**config.mk**
```make
export PLATFORM = sky130hd
export DESIGN_NAME = xorshift64star_rng_core
export DESIGN_NICKNAME = d
export VERILOG_FILES = /design/src/design/xsrng_pkg.sv /design/src/design/xsrng_ctrl.sv /design/src/design/xsrng_dp.sv /design/src/design/xorshift64star_rng_core.sv
export SDC_FILE = /design/constraint.sdc
export NUM_CORES = 2
export LEC_CHECK = 0
export ABC_AREA = 1
export BUFFER_PORTS_ARGS = -buffer_cell sky130_fd_sc_hd__buf_4
export CORE_MARGIN = 2
export CORE_UTILIZATION = 35
export DETAILED_ROUTE_END_ITERATION = 10
export GPL_TIMING_DRIVEN = 0
export PLACE_DENSITY = 0.61
export SYNTH_ARGS = -nofsm -noshare
export SYNTH_HDL_FRONTEND = slang
export SYNTH_SLANG_ARGS = --single-unit
```
**constraint.sdc**
```tcl
create_clock -name clk -period 10.6 [get_ports clk]
set_clock_uncertainty 0.1 [all_clocks]
set_input_delay 3.18 -clock clk [delete_from_list [all_inputs] [get_ports clk]]
set_output_delay 3.18 -clock clk [all_outputs]
set_load 0.01 [all_outputs]
```
**src/design/xsrng_pkg.sv**
```systemverilog
// ----------------------------------------------------------------------------
// xsrng_pkg
// Constants, codes and controller/datapath interface types of the generator.
// ----------------------------------------------------------------------------
package xsrng_pkg;

    localparam logic [63:0] GOLDEN_GAMMA = 64'h9e3779b97f4a7c15;
    localparam logic [63:0] MIX_MUL_A    = 64'hbf58476d1ce4e5b9;
    localparam logic [63:0] MIX_MUL_B    = 64'h94d049bb133111eb;
    localparam logic [63:0] ZERO_SUBST   = 64'h1234567890abcdef;
    localparam logic [63:0] STAR_MUL     = 64'h2545f4914f6cdd1d;

    // A 64x64 low product is built from three 32x32 partial products.
    localparam int MUL_STEPS = 3;
    // Restoring remainder, one dividend bit per step.
    localparam int DIV_STEPS = 32;
    localparam int CNT_W     = $clog2(DIV_STEPS);

    typedef enum logic [1:0] {
        FUNC_RAW    = 2'd0,
        FUNC_RANGE  = 2'd1,
        FUNC_CHANCE = 2'd2
    } func_t;

    typedef enum logic [3:0] {
        DP_NOP,
        DP_LOAD_SEED,
        DP_MUL,
        DP_MIX_G,
        DP_MIX_A,
        DP_MIX_B,
        DP_LATCH,
        DP_ADVANCE,
        DP_DIV_INIT,
        DP_DIV_STEP,
        DP_LOAD_OUT
    } dp_op_t;

    typedef enum logic [1:0] {
        KC_GAMMA,
        KC_MIX_A,
        KC_MIX_B,
        KC_STAR
    } kc_t;

    typedef struct packed {
        dp_op_t      op;
        kc_t         kc;
        logic [1:0]  mstep;
        logic        seed_wr;
    } xsrng_cmd_t;

    typedef struct packed {
        func_t       func;
        logic        empty;
        logic        span_zero;
    } xsrng_sts_t;

endpackage

```
**src/design/xsrng_ctrl.sv**
```systemverilog
// ----------------------------------------------------------------------------
// xsrng_ctrl
// Sequencer for seed expansion, state advance, remainder and result hand-off.
// ----------------------------------------------------------------------------
module xsrng_ctrl (
    input  logic                  clk,
    input  logic                  rst_n,
    input  logic                  cfg_we,
    input  logic                  in_valid,
    output logic                  in_stall,
    output logic                  out_valid,
    input  logic                  out_stall,
    input  xsrng_pkg::xsrng_sts_t sts,
    output xsrng_pkg::xsrng_cmd_t cmd
);

    typedef enum logic [3:0] {
        S_LOAD,
        S_MULG,
        S_MIXG,
        S_MULA,
        S_MIXA,
        S_MULB,
        S_MIXB,
        S_IDLE,
        S_ADV,
        S_MULS,
        S_POST,
        S_DIV,
        S_DONE
    } state_t;

    localparam logic [xsrng_pkg::CNT_W-1:0] MUL_LAST =
        xsrng_pkg::CNT_W'(xsrng_pkg::MUL_STEPS - 1);
    localparam logic [xsrng_pkg::CNT_W-1:0] DIV_LAST =
        xsrng_pkg::CNT_W'(xsrng_pkg::DIV_STEPS - 1);

    state_t                      state_reg, state_next;
    logic [xsrng_pkg::CNT_W-1:0] cnt_reg, cnt_next;
    logic                        out_valid_reg, out_valid_next;
    logic                        advances;
    logic                        mul_last;

    assign in_stall  = (state_reg != S_IDLE) || cfg_we;
    assign out_valid = out_valid_reg;
    assign mul_last  = (cnt_reg == MUL_LAST);

    assign advances = (sts.func == xsrng_pkg::FUNC_RAW)
                   || (sts.func == xsrng_pkg::FUNC_CHANCE)
                   || ((sts.func == xsrng_pkg::FUNC_RANGE) && !sts.empty);

    always_comb
    begin
        state_next     = state_reg;
        cnt_next       = cnt_reg;
        out_valid_next = out_valid_reg && out_stall;
        cmd.op         = xsrng_pkg::DP_NOP;
        cmd.kc         = xsrng_pkg::KC_STAR;
        cmd.mstep      = cnt_reg[1:0];
        cmd.seed_wr    = cfg_we;

        case (state_reg)
            S_LOAD:
            begin
                cmd.op     = xsrng_pkg::DP_LOAD_SEED;
                cnt_next   = '0;
                state_next = S_MULG;
            end
            S_MULG, S_MULA, S_MULB, S_MULS:
            begin
                cmd.op = xsrng_pkg::DP_MUL;
                case (state_reg)
                    S_MULG:  cmd.kc = xsrng_pkg::KC_GAMMA;
                    S_MULA:  cmd.kc = xsrng_pkg::KC_MIX_A;
                    S_MULB:  cmd.kc = xsrng_pkg::KC_MIX_B;
                    default: cmd.kc = xsrng_pkg::KC_STAR;
                endcase
                if (mul_last)
                begin
                    cnt_next = '0;
                    case (state_reg)
                        S_MULG:  state_next = S_MIXG;
                        S_MULA:  state_next = S_MIXA;
                        S_MULB:  state_next = S_MIXB;
                        default: state_next = S_POST;
                    endcase
                end
                else
                begin
                    cnt_next = cnt_reg + 1'b1;
                end
            end
            S_MIXG:
            begin
                cmd.op     = xsrng_pkg::DP_MIX_G;
                state_next = S_MULA;
            end
            S_MIXA:
            begin
                cmd.op     = xsrng_pkg::DP_MIX_A;
                state_next = S_MULB;
            end
            S_MIXB:
            begin
                cmd.op     = xsrng_pkg::DP_MIX_B;
                state_next = S_IDLE;
            end
            S_IDLE:
            begin
                if (in_valid)
                begin
                    cmd.op     = xsrng_pkg::DP_LATCH;
                    state_next = S_ADV;
                end
            end
            S_ADV:
            begin
                cnt_next = '0;
                if (advances)
                begin
                    cmd.op     = xsrng_pkg::DP_ADVANCE;
                    state_next = S_MULS;
                end
                else
                begin
                    state_next = S_DONE;
                end
            end
            S_POST:
            begin
                cnt_next = '0;
                if ((sts.func == xsrng_pkg::FUNC_RANGE) && !sts.span_zero)
                begin
                    cmd.op     = xsrng_pkg::DP_DIV_INIT;
                    state_next = S_DIV;
                end
                else
                begin
                    state_next = S_DONE;
                end
            end
            S_DIV:
            begin
                cmd.op = xsrng_pkg::DP_DIV_STEP;
                if (cnt_reg == DIV_LAST)
                begin
                    state_next = S_DONE;
                end
                else
                begin
                    cnt_next = cnt_reg + 1'b1;
                end
            end
            S_DONE:
            begin
                // Hand the result over as soon as the output slot frees up.
                if (!out_valid_reg || !out_stall)
                begin
                    cmd.op         = xsrng_pkg::DP_LOAD_OUT;
                    out_valid_next = 1'b1;
                    state_next     = S_IDLE;
                end
            end
            default:
            begin
                state_next = S_LOAD;
            end
        endcase

        // A seed write restarts the expansion from wherever we are.
        if (cfg_we)
        begin
            state_next = S_LOAD;
        end
    end

    always_ff @(posedge clk or negedge rst_n)
    begin
        if (!rst_n)
        begin
            state_reg     <= S_LOAD;
            cnt_reg       <= '0;
            out_valid_reg <= 1'b0;
        end
        else
        begin
            state_reg     <= state_next;
            cnt_reg       <= cnt_next;
            out_valid_reg <= out_valid_next;
        end
    end

endmodule

```
**src/design/xsrng_dp.sv**
```systemverilog
// ----------------------------------------------------------------------------
// xsrng_dp
// Generator state, shared 32x32 multiplier, remainder unit and result registers.
// ----------------------------------------------------------------------------
module xsrng_dp (
    input  logic                  clk,
    input  logic                  rst_n,
    input  xsrng_pkg::xsrng_cmd_t cmd,
    output xsrng_pkg::xsrng_sts_t sts,
    input  logic [31:0]           cfg_wdata,
    input  logic [1:0]            func,
    input  logic signed [31:0]    lo,
    input  logic signed [31:0]    hi,
    input  logic [24:0]           prob,
    output logic [31:0]           draw,
    output logic signed [31:0]    number,
    output logic                  hit
);

    logic [31:0]        seed_reg;
    logic [63:0]        gen_reg;
    logic [63:0]        z_reg;
    logic [63:0]        acc_reg;
    logic [31:0]        rem_reg;
    logic [31:0]        dvd_reg;
    logic [1:0]         func_reg;
    logic signed [31:0] lo_reg;
    logic signed [31:0] hi_reg;
    logic [24:0]        prob_reg;
    logic [31:0]        draw_reg;
    logic [31:0]        number_reg;
    logic               hit_reg;

    logic [63:0] kconst;
    logic [31:0] mul_a;
    logic [31:0] mul_b;
    logic [63:0] prod;
    logic [63:0] adv_x1, adv_x2, adv_x3;
    logic [63:0] mixg_sum;
    logic [63:0] mixb_val;
    logic [31:0] span;
    logic [32:0] rem_sh;
    logic        rem_ge;
    logic [32:0] rem_sub;
    logic [31:0] cur_draw;
    logic        empty;
    logic [31:0] res_draw;
    logic [31:0] res_number;
    logic        res_hit;

    always_comb
    begin
        case (cmd.kc)
            xsrng_pkg::KC_GAMMA: kconst = xsrng_pkg::GOLDEN_GAMMA;
            xsrng_pkg::KC_MIX_A: kconst = xsrng_pkg::MIX_MUL_A;
            xsrng_pkg::KC_MIX_B: kconst = xsrng_pkg::MIX_MUL_B;
            default:             kconst = xsrng_pkg::STAR_MUL;
        endcase
    end

    // Partial products of the low 64 bits: lo*lo, then hi*lo and lo*hi
    // folded into the upper word.
    always_comb
    begin
        case (cmd.mstep)
            2'd1:
            begin
                mul_a = z_reg[63:32];
                mul_b = kconst[31:0];
            end
            2'd2:
            begin
                mul_a = z_reg[31:0];
                mul_b = kconst[63:32];
            end
            default:
            begin
                mul_a = z_reg[31:0];
                mul_b = kconst[31:0];
            end
        endcase
    end

    assign prod = 64'(mul_a) * 64'(mul_b);

    assign adv_x1 = gen_reg ^ (gen_reg >> 12);
    assign adv_x2 = adv_x1 ^ (adv_x1 << 25);
    assign adv_x3 = adv_x2 ^ (adv_x2 >> 27);

    assign mixg_sum = acc_reg + xsrng_pkg::GOLDEN_GAMMA;
    assign mixb_val = acc_reg ^ (acc_reg >> 31);

    assign span    = $unsigned(hi_reg) - $unsigned(lo_reg) + 32'd1;
    assign empty   = (hi_reg <= lo_reg);
    assign rem_sh  = {rem_reg, dvd_reg[31]};
    assign rem_ge  = (rem_sh >= {1'b0, span});
    assign rem_sub = rem_sh - {1'b0, span};

    assign cur_draw = acc_reg[63:32];

    assign sts.func      = xsrng_pkg::func_t'(func_reg);
    assign sts.empty     = empty;
    assign sts.span_zero = (span == 32'd0);

    always_comb
    begin
        res_draw   = 32'd0;
        res_number = 32'd0;
        res_hit    = 1'b0;
        case (func_reg)
            xsrng_pkg::FUNC_RAW:
            begin
                res_draw = cur_draw;
            end
            xsrng_pkg::FUNC_RANGE:
            begin
                if (empty)
                begin
                    res_number = $unsigned(lo_reg);
                end
                else
                begin
                    res_draw = cur_draw;
                    if (span == 32'd0)
                    begin
                        res_number = $unsigned(lo_reg) + cur_draw;
                    end
                    else
                    begin
                        res_number = $unsigned(lo_reg) + rem_reg;
                    end
                end
            end
            xsrng_pkg::FUNC_CHANCE:
            begin
                res_draw = cur_draw;
                res_hit  = ({1'b0, cur_draw[31:8]} < prob_reg);
            end
            default:
            begin
                res_draw = 32'd0;
            end
        endcase
    end

    always_ff @(posedge clk or negedge rst_n)
    begin
        if (!rst_n)
        begin
            seed_reg <= 32'd0;
        end
        else if (cmd.seed_wr)
        begin
            seed_reg <= cfg_wdata;
        end
    end

    always_ff @(posedge clk)
    begin
        case (cmd.op)
            xsrng_pkg::DP_LOAD_SEED:
            begin
                z_reg <= {32'd0, seed_reg};
            end
            xsrng_pkg::DP_MUL:
            begin
                if (cmd.mstep == 2'd0)
                begin
                    acc_reg <= prod;
                end
                else
                begin
                    acc_reg <= {acc_reg[63:32] + prod[31:0], acc_reg[31:0]};
                end
            end
            xsrng_pkg::DP_MIX_G:
            begin
                z_reg <= mixg_sum ^ (mixg_sum >> 30);
            end
            xsrng_pkg::DP_MIX_A:
            begin
                z_reg <= acc_reg ^ (acc_reg >> 27);
            end
            xsrng_pkg::DP_MIX_B:
            begin
                // A zero state would lock the generator; swap in a constant.
                gen_reg <= (mixb_val != 64'd0) ? mixb_val : xsrng_pkg::ZERO_SUBST;
            end
            xsrng_pkg::DP_LATCH:
            begin
                func_reg <= func;
                lo_reg   <= lo;
                hi_reg   <= hi;
                prob_reg <= prob;
            end
            xsrng_pkg::DP_ADVANCE:
            begin
                gen_reg <= adv_x3;
                z_reg   <= adv_x3;
            end
            xsrng_pkg::DP_DIV_INIT:
            begin
                rem_reg <= 32'd0;
                dvd_reg <= cur_draw;
            end
            xsrng_pkg::DP_DIV_STEP:
            begin
                rem_reg <= rem_ge ? rem_sub[31:0] : rem_sh[31:0];
                dvd_reg <= {dvd_reg[30:0], 1'b0};
            end
            xsrng_pkg::DP_LOAD_OUT:
            begin
                draw_reg   <= res_draw;
                number_reg <= res_number;
                hit_reg    <= res_hit;
            end
            default:
            begin
                z_reg <= z_reg;
            end
        endcase
    end

    assign draw   = draw_reg;
    assign number = $signed(number_reg);
    assign hit    = hit_reg;

endmodule

```
**src/design/xorshift64star_rng_core.sv**
```systemverilog
// ----------------------------------------------------------------------------
// xorshift64star_rng_core
// xorshift64* generator with splitmix64 seeding, range and chance requests.
// ----------------------------------------------------------------------------
// Usage:
//   Input channel (in_valid / in_stall) carries one request item: func, lo,
//   hi, prob. Output channel (out_valid / out_stall) returns one result item
//   per request: draw, number, hit. An item moves when valid is high and
//   stall is low. cfg_we/cfg_wdata write the seed; the state is re-expanded.
// The sequencer and the shared 32x32 multiplier (three passes per 64-bit
// product) set the path from accept to out_valid:
//   raw draw and chance test       state advance and star product
//   range request                  as above, then a 32-step restoring remainder
//   range with full 2^32 span      state advance and product, no remainder
//   empty range, unused func code  no advance, result only
//   The next item can be taken in the cycle after the result is registered.
// Reset and seed writes run a splitmix64 expansion (three 64-bit
// products) during which in_stall stays high.
// A stalled result holds in the output register while the next item is
// accepted and worked; that item then waits until the slot empties.
// ----------------------------------------------------------------------------
module xorshift64star_rng_core (
    input  logic               clk,
    input  logic               rst_n,
    input  logic               cfg_we,
    input  logic [31:0]        cfg_wdata,
    input  logic               in_valid,
    output logic               in_stall,
    input  logic [1:0]         func,
    input  logic signed [31:0] lo,
    input  logic signed [31:0] hi,
    input  logic [24:0]        prob,
    output logic               out_valid,
    input  logic               out_stall,
    output logic [31:0]        draw,
    output logic signed [31:0] number,
    output logic               hit
);

    // Commands from the sequencer, request status back from the datapath.
    xsrng_pkg::xsrng_cmd_t cmd;
    xsrng_pkg::xsrng_sts_t sts;

    // Sequencer: seed expansion, advance, remainder loop, result hand-off.
    xsrng_ctrl u_ctrl (
        .clk       (clk),
        .rst_n     (rst_n),
        .cfg_we    (cfg_we),
        .in_valid  (in_valid),
        .in_stall  (in_stall),
        .out_valid (out_valid),
        .out_stall (out_stall),
        .sts       (sts),
        .cmd       (cmd)
    );

    // Datapath: generator state, multiplier, remainder and output registers.
    xsrng_dp u_dp (
        .clk       (clk),
        .rst_n     (rst_n),
        .cmd       (cmd),
        .sts       (sts),
        .cfg_wdata (cfg_wdata),
        .func      (func),
        .lo        (lo),
        .hi        (hi),
        .prob      (prob),
        .draw      (draw),
        .number    (number),
        .hit       (hit)
    );

endmodule

```
# [After elaboration in Yosys (flattened, before gate mapping)]
# Cells that the tools add are included.
[classes] mux=35 magnitude_cmp=3 add_sub_neg=8 eq_ne=36 n_mul=1 bitwise=6 reduce_logical=27
[ops] op="case mux 64 bit (4 select lines)" n=1
[ops] op="2-to-1 mux 32 bit" n=6
[ops] op="case mux 32 bit (2 select lines)" n=3
[ops] op="case mux 64 bit (3 select lines)" n=1
[ops] op="2-to-1 mux 64 bit" n=2
[ops] op="case mux 64 bit (2 select lines)" n=1
[ops] op="XOR 64 x 37 -> 64 bit" n=2
[ops] op="adder 32 bit" n=3
[ops] op="case mux 4 bit (10 select lines)" n=2
[ops] op="adder 64 bit, second input constant" n=1
[ops] op="multiplier 32 x 32 -> 64 bit" n=1
[ops] op="nonzero test 64 bit" n=1
[ops] op="subtractor 32 bit" n=2
[ops] op="XOR 64 x 33 -> 64 bit" n=1
[ops] op="XOR 64 x 34 -> 64 bit" n=1
[ops] op="XOR 64 x 52 -> 64 bit" n=1
[ops] op="XOR 64 bit" n=1
[ops] op="greater-or-equal comparator 33 x 32 -> 1 bit" n=1
[ops] op="adder 32 x 1 -> 32 bit, second input constant" n=1
[ops] op="equality test 4 x 3 -> 1 bit, second input constant" n=8
[ops] op="equality test 4 bit, second input constant" n=8
[ops] op="less-or-equal comparator 32 bit" n=1
[ops] op="logical NOT 32 bit" n=1
[ops] op="2-to-1 mux 4 bit" n=7
[ops] op="32 further kinds" n=59
[totals] word_cells=133 inputBits=128 ff_bits=454 output_inout_bits=67

# [Longest topological paths before layout]
[logic_depth] depth_word=9 depth_mapped=46 ltp_nobuf=45

# [Hierarchy]
# A second synthesis with hierarchy kept.
[hier_totals] cells_unflattened=7984 area_unflattened_um2=65422.7
[by_module_without_submodules] module="xsrng_dp" area_per_inst_um2=64490.6 instances=1 cells_each=7824 seq_area_each_um2=13172.6
[by_module_without_submodules] module="xsrng_ctrl" area_per_inst_um2=932.1 instances=1 cells_each=160 seq_area_each_um2=250.2

# [Least setup slack after synthesis]
# OpenSTA, ideal clock, no wires.
[synth_path] kind="reg2reg" from="reg u_ctrl.state_reg[0]" to="reg u_dp.acc_reg[62] (data pin)" path_slack_ns=1.393 synth_period_minus_slack_ns=9.207 stages_incl_launch_ff=44 t_arrival_ns=8.847 required_time_ns=10.240 n_path_buf=1 setup_ns=0.260 cell_sequence="dfrtp_1 -> inv_1 -> nor2_1 -> nand2_1 -> inv_1 -> ha_1 -> inv_1 -> nor2_1 -> nor2_1 -> clkinv_1 -> clkbuf_1 -> nor2_1 -> fa_1 -> inv_1 -> fa_1 -> inv_1 -> fa_1 -> inv_1 -> [8 not listed] -> ha_1 -> a21oi_1 -> o21ai_0 -> a21oi_1 -> nand3_1 -> xor2_1 -> ha_1 -> nand2_1 -> nor4_1 -> nand3_1 -> nand3_1 -> nand2_1 -> o211ai_1 -> nand2_1 -> o211ai_1 -> nand2_1 -> nand2_1 -> o21ai_0"
[synth_between] elab_chain_len=9 elab_cells_between_ends=15 cone_classes="add/sub (1); mul (1); eq/ne (6); mux (5); reduce/logical (2)"
[synth_rtl] element="from (decl)" line_no="xsrng_ctrl.sv:38" text="state_t state_reg, state_next;"
[synth_rtl] element="from (signal assigned)" line_no="xsrng_ctrl.sv:187" text="state_reg <= state_next;"
[synth_rtl] element="equality test 4 x 3 -> 1 bit, or another cell as far along" line_no="xsrng_ctrl.sv:62, xsrng_ctrl.sv:72"
[synth_rtl] element="case mux 2 bit (3 select lines) / OR reduction 4 bit (equally long branches)" line_no="xsrng_ctrl.sv:72, xsrng_ctrl.sv:62"
[synth_rtl] element="2-to-1 mux 2 bit (*)" line_no="xsrng_ctrl.sv:62" text="case (state_reg)"
[synth_rtl] element="equality test 2 bit, or another cell as far along" line_no="xsrng_dp.sv:53" text="case (cmd.kc)"
[synth_rtl] element="case mux 64 bit (3 select lines) (*)" line_no="xsrng_dp.sv:53"
[synth_rtl] element="2-to-1 mux 32 bit (*)" line_no="xsrng_dp.sv:65" text="case (cmd.mstep)"
[synth_rtl] element="multiplier 32 x 32 -> 64 bit (*)" line_no="xsrng_dp.sv:84" text="assign prod = 64'(mul_a) * 64'(mul_b);"
[synth_rtl] element="net u_dp.prod[21]" line_no="xsrng_dp.sv:37" text="logic [63:0] prod;"
[synth_rtl] element="adder 32 bit (*)" line_no="xsrng_dp.sv:173" text="acc_reg <= {acc_reg[63:32] + prod[31:0], acc_reg[31:0]};"
[synth_rtl] element="2-to-1 mux 64 bit (*)" line_no="xsrng_dp.sv:167" text="if (cmd.mstep == 2'd0)"
[synth_rtl] element="to (signal assigned)" line_no="xsrng_dp.sv:169" text="acc_reg <= prod;"
[synth_rtl] element="to (signal assigned)" line_no="xsrng_dp.sv:173"
[synth_rtl] element="to (decl)" line_no="xsrng_dp.sv:23" text="logic [63:0] acc_reg;"
# The timed path passes the listed nets; every way through them passes the cells marked *.
# A chain may end at the register's enable or synchronous reset.

# [Worst setup path in the final report]
[layout_path] from="reg u_ctrl.cnt_reg[1] (netlist bit)" to="reg u_dp.acc_reg[63] (data pin)"
[layout_between] elab_chain_len=5 elab_cells_between_ends=8 cone_classes="add/sub (1); mul (1); eq/ne (2); mux (3); reduce/logical (1)"
[layout_rtl] element="from (decl)" line_no="xsrng_ctrl.sv:39" text="logic [xsrng_pkg::CNT_W-1:0] cnt_reg, cnt_next;"
[layout_rtl] element="from (signal assigned)" line_no="xsrng_ctrl.sv:188" text="cnt_reg <= cnt_next;"
[layout_rtl] element="equality test 2 x 1 -> 1 bit / equality test 2 bit (equally long branches)" line_no="xsrng_dp.sv:65"
[layout_rtl] element="2-to-1 mux 32 bit" line_no="xsrng_dp.sv:65"
[layout_rtl] element="multiplier 32 x 32 -> 64 bit (*)" line_no="xsrng_dp.sv:84"
[layout_rtl] element="net u_dp.prod[28]" line_no="xsrng_dp.sv:37"
[layout_rtl] element="adder 32 bit (*)" line_no="xsrng_dp.sv:173"
[layout_rtl] element="2-to-1 mux 64 bit (*)" line_no="xsrng_dp.sv:167"
# Marks and branches as above.

==> impl_metrics.csv <==
group,metric,value,unit
status,outcome,"finished, violations left",
status,violations,"capacitance limit",
clocking,clock_sinks,454,
die,io_pins,195,
synthesis,synth_area,0.0651,mm2
worst_hold_path,worstHoldStart,"u_dp.seed_reg[17]",
clocking,cts_hold_buf,0,
synthesis,async_flop_share,9.25,%
cells_and_area,drive_gt1_share,9.41,%
grt,grt_pass1_wl,414,mm
drt,vias,57683,
sta,hold_viol_final,0,
worst_hold_path,min_to,"u_dp.seed_reg[17]",
synthesis,synth_seq_cells,454,
grt,grt_use_total,30.4,%
setup_path,crit_arrival,10.82,ns
die,die_w,435,um
cells_and_area,syn_to_final_growth,11.9,%
grt,grt_pass1_vias,57174,
place,place_hpwl,250,mm
sta,fin_setup_tns,0,ns
die,die_y,435,um
die,rows,158,
setup_path,worstPathMaxFanout,10,
setup_path,slowest_delay,0.60,ns
setup_path,start_kind,"flop",
synthesis,synthCells,7944,
synthesis,mappedNetlistNets,9444,
setup_path,rr_worst_depth,40,
grt,grt_max_degree,65,
drt,wl_per_cell,27.2,um
setup_path,cpMostUsedCell,"inv_1",
worst_hold_path,holdPathStages,2,
place,port_buffers,194,
die,die-area,0.190,mm2
cells_and_area,nNetsFinal,9740,
sta,relSlewSlack,2.08,%
sta,fin_crit,10.58,ns
clocking,clk_path_buf_depth,3,
synthesis,synth_edf_count,412,
place,gp_congestion,1.07,
clocking,clock_latency,0.61,ns
sta,rsz0062_at_grt,"yes",
sta,slew_violations,0,
clocking,cts_buffers,47,
drt,routed_via_density,5.36,
grt,antenna_found_initial,15,
synthesis,yosysWarnings,0,
setup_path,reg2reg_to,"u_dp.acc_reg[63]",
run,max_cap_violations,1,
drt,post-route-drc-count,0,
drt,drt_wl_total,293,mm
sta,worst_hold_slack,0.397,ns
clocking,htreeDepth,2,
setup_path,crit_required,10.84,ns
setup_path,slowest_stage,"fa_1",
setup_path,timing.rr.start,"u_ctrl.cnt_reg[1]",
cells_and_area,filler_cell_count,19272,
clocking,cts_tree,"yes",
clocking,clkTransAtPathRegs,0.07,ns
sta,fin_crit_sh,99.8,%
sta,tightest_slew,1.46,ns
setup_path,end_kind,"flop",
clocking,root_buffer,"clkbuf_16",
sta,finalSetupViolations,0,
drt,first_pass_iters,6,
cells_and_area,multi_input_area,0.0450,mm2
die,core,0.185,mm2
drt,detail-route-antenna-nets,0,
drt,drt_iter0_drc,6583,
sta,fmax,94.5,MHz
grt,grt_overflow,0,
setup_path,r2r_slack,0.02,ns
synthesis,synthDistinctLibCells,75,
synthesis,yosysSeqAreaShare,20.6,%
cells_and_area,ff_latch_area,0.0134,mm2
die,initial_core_util,35.2,%
setup_path,worstSetupPathType,"reg2reg",
synthesis,synth.avg_cell_area,8.20,um2
synthesis,yosys_most_used_dff,"edfxtp_1",
worst_hold_path,min-delay-path-class,"reg2reg",
[placed cells by master, fill, tap and decap left out, drive strengths merged, types with 12 or more instances in the layout]
master / netlist / layout
nand2: 1637 / 1637
inv: 1622 / 1625
fa: 915 / 915
nor2: 867 / 867
ha: 457 / 457
o21ai: 434 / 434
edfxtp: 412 / 412
a21oi: 361 / 361
buf: 69 / 341
clkbuf: 196 / 231
xnor2: 178 / 178
nand3: 177 / 177
xor2: 162 / 162
nand4: 64 / 64
dfrtp: 42 / 42
nor3: 42 / 42
or2: 41 / 41
a31oi: 35 / 35
clkinv: 24 / 31
o211ai: 28 / 28
o221ai: 26 / 26
nor4: 26 / 26
o21a: 23 / 23
o21bai: 20 / 20
a21o: 17 / 17
a211oi: 14 / 14
clkinvlp: 0 / 12
[stage by stage]
step | instance area [um2] | worst slack [ns] | util, % | std cells
floorplan | 65100 | 1.39 | - | 7944
global placement | 69700 | -2.82 | 37.6 | 10618
detailed placement | 70200 | -2.88 | 37.9 | 10642
CTS | 72500 | 0.000407 | 39.1 | 10739
global route | 72900 | -0.275 | 39.3 | 10757
finish | 72900 | 0.0210 | 39.4 | 10765
[Yosys cell counts (27+ instances only)]
master / count / area (um2)
clkbuf_1: 194 / 728
nand4_1: 63 / 394
a21oi_1: 340 / 1700
nand2_1: 1607 / 6030
inv_2: 36 / 135
o211ai_1: 27 / 203
nand2_2: 28 / 175
a31oi_1: 35 / 219
nor3_1: 36 / 180
ha_1: 457 / 5720
or2_2: 36 / 225
o21ai_0: 333 / 1670
nor2_1: 845 / 3170
edfxtp_1: 412 / 12400
xor2_1: 160 / 1400
nand3_1: 171 / 856
inv_1: 1586 / 5950
fa_1: 915 / 18300
xnor2_1: 178 / 1560
dfrtp_1: 42 / 1050
o21ai_1: 94 / 470
buf_2: 39 / 195
[critical path: cells and delay by family (launching register included)]
| kind | cells | cell delay [ns] |
|---|---|---|
| simple gates | 7 | 1.05 |
| compound gates | 6 | 0.95 |
| buf+inv | 15 | 2.45 |
| xor+xnor | 1 | 0.16 |
| flops | 1 | 0.42 |
| fa+ha+maj | 11 | 5.14 |
[cell type report]
cell class | instances | area share [%]
sequential | 454 | 18.4
timing repair buffer | 253 | 2.98
clock inverter | 24 | 0.271
inverter | 1646 | 8.55
buffer | 259 | 1.95
antenna | 10 | 0.0343
multi-input combinational | 5579 | 61.8
clock buffer | 60 | 1.77
tap | 2480 | 4.26
[logic make-up (layout without fill, tap and decap cells)]
logic type | Yosys count | count (layout) | share of synthesized area, %
xor gates and xnor gates | 340 | 340 | 4.59
DFF | 454 | 454 | 20.6
AOI/OAI and AO/OA | 988 | 988 | 8.55
other | 0 | 10 | 0
adders and majority gates | 1372 | 1372 | 36.9
buffers and inverters | 1911 | 2242 | 11.3
and+or+nand+nor | 2878 | 2878 | 18.1
muxes | 1 | 1 | 0.0154
[routing by layer]
layer	track usage, %	wire [um]
met5	0.328	150
met4	12.5	14800
met3	6.19	29800
met2	44.7	123000
met1	43.3	125000
[repair_timing]
action                                  in CTS  in global routing
buffers inserted                            17                 18
endpoints found under the setup margin      47                 21
resized for setup                          230                123
pin swaps                                    8                  8
[how the worst max path moves through the flow]
| stage | end | start | slack [ns] |
|---|---|---|---|
| finish | u_dp.acc_reg[63] | u_ctrl.cnt_reg[1] | 0.02 |
| global route | u_dp.acc_reg[63] | u_ctrl.state_reg[0] | -0.28 |
| CTS | u_dp.acc_reg[63] | u_ctrl.state_reg[0] | 0.0004 |
| detailed placement | u_dp.acc_reg[63] | u_ctrl.state_reg[0] | -2.88 |
| global placement | u_dp.acc_reg[63] | u_ctrl.state_reg[0] | -2.82 |
| floorplan | u_dp.acc_reg[62] | u_ctrl.state_reg[0] | 1.39 |
Power is left out: the tool's default activity adds up to more than one toggle a clock period on the data nets, which glitch-free logic cannot reach.
